`config.mk`:
```
export PLATFORM = sky130hd
export DESIGN_NAME = utf8_bmp_stream_decoder_top_flat
export DESIGN_NICKNAME = d
export VERILOG_FILES = /design/src/design/u8d_pkg.sv /design/src/design/u8d_if.sv /design/src/design/u8d_in_stage.sv /design/src/design/u8d_core.sv /design/src/design/u8d_out_stage.sv /design/src/design/utf8_bmp_stream_decoder_top.sv /design/src/flat_wrapper.sv
export SDC_FILE = /design/constraint.sdc
export NUM_CORES = 1
export LEC_CHECK = 0
export BUFFER_PORTS_ARGS = -buffer_cell sky130_fd_sc_hd__buf_4
export CAP_MARGIN = 30
export CORE_MARGIN = 5
export CORE_UTILIZATION = 58
export DETAILED_ROUTE_END_ITERATION = 8
export PLACE_DENSITY = 0.83
export SYNTH_ARGS = -nofsm -noshare
export SYNTH_HDL_FRONTEND = slang
export SYNTH_SLANG_ARGS = --single-unit
```
`constraint.sdc`:
```
create_clock -name clk -period 5.5 [get_ports clk]
set_input_delay 1.1 -clock clk [delete_from_list [all_inputs] [get_ports clk]]
set_output_delay 1.1 -clock clk [all_outputs]
set_load 0.02 [all_outputs]
```
`src/design/u8d_pkg.sv`:
```
// Package: shared widths, byte classes, length codes and item types of the UTF-8 decoder.
`timescale 1ns / 1ps
`default_nettype none
package u8d_pkg;

  localparam int unsigned BYTE_W = 8;
  localparam int unsigned CP_W   = 16;
  localparam int unsigned LEN_W  = 2;

  localparam logic [BYTE_W-1:0] ASCII_LO  = 8'h20;
  localparam logic [BYTE_W-1:0] ASCII_HI  = 8'h7E;
  localparam logic [BYTE_W-1:0] ASCII_TOP = 8'h80;
  localparam logic [BYTE_W-1:0] LEAD2_LO  = 8'hC2;
  localparam logic [BYTE_W-1:0] LEAD2_HI  = 8'hDF;
  localparam logic [BYTE_W-1:0] LEAD3_LO  = 8'hE0;
  localparam logic [BYTE_W-1:0] LEAD3_HI  = 8'hEF;
  localparam logic [1:0]        CONT_TAG  = 2'b10;

  localparam logic [CP_W-1:0] MIN_CP3   = 16'h0800;
  localparam logic [CP_W-1:0] SURR_LO   = 16'hD800;
  localparam logic [CP_W-1:0] SURR_HI   = 16'hDFFF;

  localparam logic [LEN_W-1:0] SEQ_LEN_NONE = 2'd0;
  localparam logic [LEN_W-1:0] SEQ_LEN_1    = 2'd1;
  localparam logic [LEN_W-1:0] SEQ_LEN_2    = 2'd2;
  localparam logic [LEN_W-1:0] SEQ_LEN_3    = 2'd3;

  localparam logic [1:0] PEND_LEAD = 2'd0;
  localparam logic [1:0] PEND_ONE  = 2'd1;
  localparam logic [1:0] PEND_TWO  = 2'd2;

  typedef struct packed {
    logic [BYTE_W-1:0] data_byte;
    logic              last_byte;
  } u8d_byte_t;

  typedef struct packed {
    logic [CP_W-1:0]  code_point;
    logic [LEN_W-1:0] seq_length;
    logic             bad_sequence;
    logic             record_done;
  } u8d_res_t;

  typedef struct packed {
    logic vld;
    logic fire;
  } u8d_step_t;

endpackage
`default_nettype wire

```
`src/design/u8d_if.sv`:
```
// Interfaces: byte input channel and decoded result channel.
`timescale 1ns / 1ps
`default_nettype none
interface u8d_byte_if import u8d_pkg::*; ();
  logic              valid;
  logic              ready;
  logic [BYTE_W-1:0] data_byte;
  logic              last_byte;

  modport source (output valid, output data_byte, output last_byte, input ready);
  modport sink   (input valid, input data_byte, input last_byte, output ready);
endinterface

interface u8d_cp_if import u8d_pkg::*; ();
  logic             valid;
  logic             ready;
  logic [CP_W-1:0]  code_point;
  logic [LEN_W-1:0] seq_length;
  logic             bad_sequence;
  logic             record_done;

  modport source (output valid, output code_point, output seq_length,
                  output bad_sequence, output record_done, input ready);
  modport sink   (input valid, input code_point, input seq_length,
                  input bad_sequence, input record_done, output ready);
endinterface
`default_nettype wire

```
`src/design/u8d_in_stage.sv`:
```
// Input register: captures one byte item and hands it to the decoder.
`timescale 1ns / 1ps
`default_nettype none
module u8d_in_stage import u8d_pkg::*; (
  input  wire logic      clk,
  input  wire logic      rst_n,
  input  wire logic      in_valid,
  output logic           in_ready,
  input  wire u8d_byte_t in_item,
  input  wire logic      slot_free,
  output u8d_step_t      step,
  output u8d_byte_t      s1_item
);

  logic      s1_vld_r;
  logic      s1_vld_nxt;
  u8d_byte_t s1_item_r;
  logic      fire;

  assign fire     = s1_vld_r && slot_free;
  assign in_ready = !s1_vld_r || fire;

  always_comb begin
    s1_vld_nxt = s1_vld_r;
    if (fire) begin
      s1_vld_nxt = 1'b0;
    end
    if (in_valid && in_ready) begin
      s1_vld_nxt = 1'b1;
    end
  end

  always_ff @(posedge clk) begin
    if (!rst_n) begin
      s1_vld_r <= 1'b0;
    end else begin
      s1_vld_r <= s1_vld_nxt;
    end
  end

  always_ff @(posedge clk) begin
    if (in_valid && in_ready) begin
      s1_item_r <= in_item;
    end
  end

  assign step.vld  = s1_vld_r;
  assign step.fire = fire;
  assign s1_item   = s1_item_r;

endmodule
`default_nettype wire

```
`src/design/u8d_core.sv`:
```
// Decoder core: sequence state and per-byte decode into zero or one result.
`timescale 1ns / 1ps
`default_nettype none
module u8d_core import u8d_pkg::*; (
  input  wire logic      clk,
  input  wire logic      rst_n,
  input  wire u8d_step_t step,
  input  wire u8d_byte_t s1_item,
  output logic           res_vld,
  output u8d_res_t       res
);

  logic [1:0]       pending_r, pending_nxt;
  logic [CP_W-1:0]  partial_r, partial_nxt;
  logic [LEN_W-1:0] size_r, size_nxt;
  logic             discard_r, discard_nxt;

  logic [BYTE_W-1:0] b;
  logic              last;
  logic [CP_W-1:0]   value;
  logic              good;
  logic              bad;
  logic [CP_W-1:0]   good_cp;
  logic [LEN_W-1:0]  good_len;

  assign b     = s1_item.data_byte;
  assign last  = s1_item.last_byte;
  assign value = partial_r | {10'b0, b[5:0]};

  always_comb begin
    pending_nxt = pending_r;
    partial_nxt = partial_r;
    size_nxt    = size_r;
    discard_nxt = discard_r;
    good        = 1'b0;
    bad         = 1'b0;
    good_cp     = '0;
    good_len    = SEQ_LEN_NONE;
    if (discard_r) begin
      if (last) begin
        discard_nxt = 1'b0;
        pending_nxt = PEND_LEAD;
        partial_nxt = '0;
        size_nxt    = SEQ_LEN_NONE;
      end
    end else if (pending_r == PEND_LEAD) begin
      if (b < ASCII_TOP) begin
        if (b < ASCII_LO || b > ASCII_HI) begin
          bad = 1'b1;
        end else begin
          good     = 1'b1;
          good_cp  = {8'b0, b};
          good_len = SEQ_LEN_1;
        end
      end else if (b inside {[LEAD2_LO:LEAD2_HI]}) begin
        if (last) begin
          bad = 1'b1;
        end else begin
          partial_nxt = {5'b0, b[4:0], 6'b0};
          pending_nxt = PEND_ONE;
          size_nxt    = SEQ_LEN_2;
        end
      end else if (b inside {[LEAD3_LO:LEAD3_HI]}) begin
        if (last) begin
          bad = 1'b1;
        end else begin
          partial_nxt = {b[3:0], 12'b0};
          pending_nxt = PEND_TWO;
          size_nxt    = SEQ_LEN_3;
        end
      end else begin
        bad = 1'b1;
      end
    end else if (b[7:6] != CONT_TAG) begin
      bad = 1'b1;
    end else if (pending_r == PEND_ONE) begin
      if (size_r == SEQ_LEN_3 &&
          (value < MIN_CP3 || (value >= SURR_LO && value <= SURR_HI))) begin
        bad = 1'b1;
      end else begin
        good     = 1'b1;
        good_cp  = value;
        good_len = size_r;
      end
    end else begin
      if (last) begin
        bad = 1'b1;
      end else begin
        partial_nxt = partial_r | {4'b0, b[5:0], 6'b0};
        pending_nxt = PEND_ONE;
      end
    end
    if (good || bad) begin
      pending_nxt = PEND_LEAD;
      partial_nxt = '0;
      size_nxt    = SEQ_LEN_NONE;
    end
    if (bad) begin
      discard_nxt = !last;
    end
  end

  assign res_vld          = step.vld && (good || bad);
  assign res.code_point   = good_cp;
  assign res.seq_length   = good_len;
  assign res.bad_sequence = bad;
  assign res.record_done  = last;

  always_ff @(posedge clk) begin
    if (!rst_n) begin
      pending_r <= PEND_LEAD;
      partial_r <= '0;
      size_r    <= SEQ_LEN_NONE;
      discard_r <= 1'b0;
    end else if (step.fire) begin
      pending_r <= pending_nxt;
      partial_r <= partial_nxt;
      size_r    <= size_nxt;
      discard_r <= discard_nxt;
    end
  end

endmodule
`default_nettype wire

```
`src/design/u8d_out_stage.sv`:
```
// Result register: holds one decoded item until the receiver takes it.
`timescale 1ns / 1ps
`default_nettype none
module u8d_out_stage import u8d_pkg::*; (
  input  wire logic      clk,
  input  wire logic      rst_n,
  input  wire u8d_step_t step,
  input  wire logic      res_vld,
  input  wire u8d_res_t  res,
  output logic           slot_free,
  output logic           out_valid,
  input  wire logic      out_ready,
  output u8d_res_t       out_item
);

  logic     out_vld_r, out_vld_nxt;
  u8d_res_t out_item_r;
  logic     load;

  assign slot_free = !out_vld_r || out_ready;
  assign load      = step.fire && res_vld;

  always_comb begin
    out_vld_nxt = out_vld_r;
    if (out_vld_r && out_ready) begin
      out_vld_nxt = 1'b0;
    end
    if (load) begin
      out_vld_nxt = 1'b1;
    end
  end

  always_ff @(posedge clk) begin
    if (!rst_n) begin
      out_vld_r <= 1'b0;
    end else begin
      out_vld_r <= out_vld_nxt;
    end
  end

  always_ff @(posedge clk) begin
    if (load) begin
      out_item_r <= res;
    end
  end

  assign out_valid = out_vld_r;
  assign out_item  = out_item_r;

endmodule
`default_nettype wire

```
`src/design/utf8_bmp_stream_decoder_top.sv`:
```
// Top level: UTF-8 decoder for the Basic Multilingual Plane, one byte per item.
//
// in_ch carries one raw byte and its last-byte flag per item. out_ch carries
// a code point, its sequence length (1..3, 0 on an error), an error flag and
// the record end flag. A lead or middle byte gives no result; the byte that
// completes a code point, or the first bad byte of a record, gives one result.
// After an error the rest of the record is swallowed without results.
// An accepted byte is held in the input register; when the result register
// can take an item, the byte is decoded and any result is loaded into it.
// Throughput: one byte per cycle while out_ch does not stall, set by the single
// decode step between the input register and the result register; the
// sequence state updates once per byte.
// Reset (rst_n low, synchronous) empties both registers and returns the
// decoder to expecting a lead byte outside any record error.
// When the receiver stalls, the result register holds its item, the input
// register holds the next byte, and in_ch.ready drops until the result is
// taken; no byte advances through the decoder while out_ch stalls, even one
// that gives no result.
`timescale 1ns / 1ps
`default_nettype none
module utf8_bmp_stream_decoder_top import u8d_pkg::*; (
  input wire logic   clk,
  input wire logic   rst_n,
  u8d_byte_if.sink   in_ch,
  u8d_cp_if.source   out_ch
);

  u8d_byte_t in_item;
  u8d_byte_t s1_item;
  u8d_step_t step;
  logic      slot_free;
  logic      res_vld;
  u8d_res_t  res;
  u8d_res_t  out_item;

  assign in_item.data_byte = in_ch.data_byte;
  assign in_item.last_byte = in_ch.last_byte;

  u8d_in_stage u_in (
    .clk       (clk),
    .rst_n     (rst_n),
    .in_valid  (in_ch.valid),
    .in_ready  (in_ch.ready),
    .in_item   (in_item),
    .slot_free (slot_free),
    .step      (step),
    .s1_item   (s1_item)
  );

  u8d_core u_core (
    .clk     (clk),
    .rst_n   (rst_n),
    .step    (step),
    .s1_item (s1_item),
    .res_vld (res_vld),
    .res     (res)
  );

  u8d_out_stage u_out (
    .clk       (clk),
    .rst_n     (rst_n),
    .step      (step),
    .res_vld   (res_vld),
    .res       (res),
    .slot_free (slot_free),
    .out_valid (out_ch.valid),
    .out_ready (out_ch.ready),
    .out_item  (out_item)
  );

  assign out_ch.code_point   = out_item.code_point;
  assign out_ch.seq_length   = out_item.seq_length;
  assign out_ch.bad_sequence = out_item.bad_sequence;
  assign out_ch.record_done  = out_item.record_done;

endmodule
`default_nettype wire

```
`src/flat_wrapper.sv`:
```
// flat-port wrapper written by rule: the top's interface ports become plain ports
module utf8_bmp_stream_decoder_top_flat import u8d_pkg::*;
  (clk, rst_n, in_ch_valid, in_ch_data_byte, in_ch_last_byte, in_ch_ready, out_ch_valid, out_ch_code_point, out_ch_seq_length, out_ch_bad_sequence, out_ch_record_done, out_ch_ready);
  u8d_byte_if in_ch_i ();
  u8d_cp_if out_ch_i ();
  input wire logic clk;
  input wire logic rst_n;
  input wire logic [$bits(in_ch_i.valid)-1:0] in_ch_valid;
  input wire logic [$bits(in_ch_i.data_byte)-1:0] in_ch_data_byte;
  input wire logic [$bits(in_ch_i.last_byte)-1:0] in_ch_last_byte;
  output wire logic [$bits(in_ch_i.ready)-1:0] in_ch_ready;
  output wire logic [$bits(out_ch_i.valid)-1:0] out_ch_valid;
  output wire logic [$bits(out_ch_i.code_point)-1:0] out_ch_code_point;
  output wire logic [$bits(out_ch_i.seq_length)-1:0] out_ch_seq_length;
  output wire logic [$bits(out_ch_i.bad_sequence)-1:0] out_ch_bad_sequence;
  output wire logic [$bits(out_ch_i.record_done)-1:0] out_ch_record_done;
  input wire logic [$bits(out_ch_i.ready)-1:0] out_ch_ready;
  assign in_ch_i.valid = in_ch_valid;
  assign in_ch_i.data_byte = in_ch_data_byte;
  assign in_ch_i.last_byte = in_ch_last_byte;
  assign in_ch_ready = in_ch_i.ready;
  assign out_ch_valid = out_ch_i.valid;
  assign out_ch_code_point = out_ch_i.code_point;
  assign out_ch_seq_length = out_ch_i.seq_length;
  assign out_ch_bad_sequence = out_ch_i.bad_sequence;
  assign out_ch_record_done = out_ch_i.record_done;
  assign out_ch_i.ready = out_ch_ready;
  utf8_bmp_stream_decoder_top u_core (.clk(clk), .rst_n(rst_n), .in_ch(in_ch_i), .out_ch(out_ch_i));
endmodule
```
* Yosys cells after proc, flatten, opt, wreduce, memory -nomap -nowiden
Index checks and enable logic that the tools add are counted.
Cells by class: add/subtract/negate cells 0, multiply operators 0, divide/modulo/power cells 0, order comparisons 10, equality and inequality tests 11, shift operators 0, mux-type cells 66, bitwise operators 2, reductions and logical operators 25
Operators by type and width (count):
- 16-bit two-way mux | 16
- 2-bit two-way mux | 22
- 1-bit two-way mux | 26
- 16-bit greater-or-equal comparator, second input constant | 1
- 8-bit greater-or-equal comparator, second input constant | 2
- 16-bit <= comparator, second input constant | 1
- 8-bit <= comparator, second input constant | 2
- 16-bit by 12-bit less-than comparator with 1-bit output, second input constant | 1
- 8-bit two-way mux | 2
- 16-bit by 12-bit OR with 16-bit output | 1
- 16-bit by 6-bit OR with 16-bit output | 1
- 7-bit AND reduction | 2
- 4-bit by 3-bit inequality test with 1-bit output, second input constant | 3
- 1-bit logical AND | 9
- 8-bit by 7-bit > comparator with 1-bit output, second input constant | 1
- 8-bit by 6-bit less-than comparator with 1-bit output, second input constant | 1
- 8-bit less-than comparator, second input constant | 1
- 6-bit AND reduction | 1
- 1-bit logical OR | 5
- 5-bit by 2-bit inequality test with 1-bit output, second input constant | 1
- 5-bit inequality test, second input constant | 1
- 2-bit nonzero test | 2
- 4-bit nonzero test | 1
- 1-bit logical NOT | 3
- 8 further kinds | 8
Word-level totals: register bits 52, bits in latches 0, memory bits (writable) 0, memory bits (read-only) 0, input bits 13, logic and storage cells 126, memories 0

* Logic depth before layout (Yosys ltp)
depth after elaboration 14, depth in mapped cells 5

* Hierarchy
Synthesis repeated with hierarchy kept, for this count alone.
Second synthesis, totals: cell total of the unflattened synthesis 164, area total of the unflattened synthesis 2039.5 µm²
By module, submodules not included:
- u8d_core | times used 1, cells an instance 122, area each 1036.0 µm²
- u8d_out_stage | times used 1, cells an instance 25, area each 653.1 µm²
- u8d_in_stage | times used 1, cells an instance 17, area each 350.3 µm²

* Worst setup path after synthesis
Ideal clock, no wire load.
kind input to register, start point input out_ch_ready, end point register u_core.u_out.out_item_r, in the netlist u_core.u_out.out_item[0], enable pin, arrival time 2.772 ns, required time 5.078 ns, path slack 2.306 ns, stages 3, cells stage by stage nand2b_1 > nand2_1 > nor3_1
On the way: longest elaborated chain between the ends 3
RTL lines:
- from (decl) | RTL line flat_wrapper.sv:17 | input wire logic [$bits(out_ch_i.ready)-1:0] out_ch_ready;
- 1-bit logical OR | RTL line u8d_out_stage.sv:20 | assign slot_free = !out_vld_r || out_ready;
- 1-bit logical AND | RTL line u8d_in_stage.sv:20 | assign fire = s1_vld_r && slot_free;
- 1-bit logical AND | RTL line u8d_out_stage.sv:21 | assign load = step.fire && res_vld;
- via u_core.u_out.load | RTL line u8d_out_stage.sv:18 | logic load;
- to (signal assigned) | RTL line u8d_out_stage.sv:43 | out_item_r <= res;
- to (decl) | RTL line u8d_out_stage.sv:17 | u8d_res_t out_item_r;
The timed path passes the listed nets, and every way through them passes these cells. A chain may end at the register's enable or synchronous reset.

* Final worst setup path
start point input out_ch_ready, end point output in_ch_ready
On the way: longest elaborated chain between the ends 3
RTL lines:
- 1-bit logical OR | RTL line u8d_out_stage.sv:20
- 1-bit logical AND | RTL line u8d_in_stage.sv:20
- 1-bit logical OR | RTL line u8d_in_stage.sv:21 | assign in_ready = !s1_vld_r || fire;
- to (decl) | RTL line flat_wrapper.sv:11 | output wire logic [$bits(in_ch_i.ready)-1:0] in_ch_ready;
No other way between the ends.

==> impl_metrics.toml <==
[synth]
synthArstFlopShare_pct = 0
syn_area_um2 = 1931
synth_flop_cell = "edfxtp_1"
synth_nets = 176
synth_warnings = 0
synth_seq_cells = 46
synth-edff-count = 29
seq_area_frac_synth_pct = 62.73
synthCells = 163
synth_cell_types = 41
avgSynthCellArea_um2 = 11.84

[sta]
fin_setup_tns_ns = 0
hold_ws_ns = 0.4890
min_period_over_period_pct = 50.79
drv_slew = 0
max_freq_ghz = 0.3580
clock_skew_ns = 0.01500
setup_viol = 0
slew-limit-headroom_pct = 58.45
worst_pin_slew_ns = 0.6210
hold_violations = 0
grt_setup_unrepaired = "false"
post-route-min-period_ns = 2.793

[critical_path]
path_class = "input port to output pin"
cp_common_cell = "buf_4"
slowest_stage = "nor2b_1"
worstSetupStartpointType = "input port"
slowest_delay_ns = 0.22
required_ns = 4.40
cp.depth = 4
cp_max_fo = 4
cp.arrival_ns = 1.69
cp_top_family = "simple AND/OR/NAND/NOR gates"
r2r.worst_path.cells = 4
path_buf_inv = 2
worstPathCellList = "buf_4 -> nor2b_1 -> nand2_1 -> buf_4"
critPathCaptureType = "output pin"

[routing]
drt-pass1-iter-count = 4
drtIter0Drc = 71
routed_wl_mm = 3.842
drc = 0
wl_per_cell_um = 15.55
ant_nets = 0
vias_per_cell = 5.733
vias = 1416

[clocking]
ctsHoldBuffers = 0
postCtsSetupBuffers = 0
htreeDepth = 2
cts-root-buf = "clkbuf_4"
cts_tree = "built"
clk_pin_slew_ns = 0.10
ctsResizeCount = 0
cts_sinks = 46
cts_inserted_buffers = 5
clock_latency_ns = 0.35
clockBufferDepth = 2

[power]
power_density_nw_per_um2 = 261.4
power_leakage_uw = 0.0008566
vdd_drop_max_v = 0.0001876

[place]
dpl.hpwl_mm = 2.882
portBuffers = 34
gp_congestion = 0.8658

[floorplan]
die_h_um = 67.70
die_w_um = 67.70
pin_count = 35
num_rows = 21
core_um2 = 3284
start_util_pct = 58.78
dieArea_um2 = 4583

[flow_run]
cap_violations = 0

[worst_hold_path]
hold_depth = 2
min_path_type = "flop to flop"

[finish]
seq_area_um2 = 1211
nets = 213
multi_input_area_um2 = 686.9
antenna_cells = 0
drive_gt1_share_pct = 26.37
area_delta_synth_final_pct = 18.02
fill_cells = 248

[run_status]
status = "finished clean"

[grt]
grt_antenna_before_repair = 0
overflow = 0
grt_pass1_wl_mm = 6.389
track_usage_pct = 19.08
grt_pass1_vias = 1379
grt_max_degree = 21
-- synth_stat cells (2+ instances only) --
master,n,area [um2]
nand4_1,3,18.77
and2_1,5,31.28
and2_4,5,43.79
and3_1,5,31.28
o21ai_0,2,10.01
edfxtp_1,29,870.8
o21ba_2,2,20.02
nor3_1,6,30.03
o22ai_1,5,31.28
o2111ai_1,2,17.52
inv_1,2,7.510
nor3b_1,7,52.55
dfxtp_1,17,340.3
a31o_2,4,35.03
nand2_1,22,82.58
nand3_1,2,10.01
nor2b_1,2,12.51
clkbuf_1,4,15.01
nor2_1,6,22.52
a21oi_1,10,50.05
nand2b_1,3,18.77
-- cell usage in the layout, fill, tap and decap left out, drive strengths merged, types with 4 or more instances in the layout --
cell type / synthesis / routed
clkinv: 1 / 4
clkbuf: 4 / 5
buf: 1 / 35
and2: 10 / 10
o22ai: 5 / 5
nor3b: 7 / 7
a21oi: 11 / 11
nor2: 6 / 6
nor3: 6 / 6
edfxtp: 29 / 29
a31o: 5 / 5
dfxtp: 17 / 17
nand2: 22 / 22
and3: 5 / 5
-- path summary, 6_finish.rpt --
check	start	to	slack [ns]
worst max-delay path	out_ch_ready	in_ch_ready	2.71
worst min-delay path	u_core.u_core.partial_r[10]	u_core.u_core.partial_r[10]	0.49
worst max register to register	u_core.u_core.partial_r[14]	u_core.u_out.out_item[14]	3.52
worst min register to register	u_core.u_core.partial_r[10]	u_core.u_core.partial_r[10]	0.49
-- power by group --
group / leakage (uW) / switching [uW] / internal [uW]
clock network: 0.0000277 / 96.3 / 45.7
logic: 0.000415 / 34.9 / 25.5
registers: 0.000414 / 11.5 / 382
total: 0.000857 / 143 / 453
-- state kept, by name, summed over array words and instances, names as in the netlist --
signal,count
u_core.u_core.partial_r,10
u_core.u_in.s1_item,9
u_core.u_out.out_item,20
u_core.u_in.s1_vld_r,1
u_core.u_out.out_valid,1
u_core.u_core.pending_r,2
u_core.u_core.discard_r,1
u_core.u_core.size_r,2
-- cells by family after synthesis --
group                  share of synthesized area [%]
DFF                                            62.74
AOI/OAI and AO/OA                              13.81
and+or+nand+nor                                21.52
buffers and inverters                          1.944
-- area by class of cell --
cell class                 count  area share [%]
clock buffer                   5           1.647
clock inverter                 3          0.4942
inverter                       3          0.4942
sequential                    46           53.16
multi-input combinational    109           30.15
tap                           46           2.526
timing repair buffer          35           11.53
-- per-layer routing --
metal	vias to the layer above	wire length (um)	global-route usage, %	share of wire [%]
met5	-	0	0	0
met4	0	49	8.354	1.3
met3	5	286	4.825	7.4
met2	47	1920	31.96	50
met1	676	1585	23.09	41
li1	688	-	-	-
-- worst min-delay path, stage by stage (launching register included) --
cell     delay, ns
dfxtp_1       0.33
nand2_1       0.05
o22ai_1       0.07
-- metrics by stage --
step	setup WS [ns]	power [uW]	utilization [%]	cell area, um2	cells
after floorplan	2.306	432.8	-	1931	163
after global placement	2.735	459.3	67.89	2230	239
after detailed placement	2.717	461.4	67.89	2230	239
after CTS	2.710	598.9	69.37	2278	247
after global routing	2.629	622.8	69.37	2278	247
final	2.707	595.6	69.37	2278	247
Power figures use the tool's default switching activity.
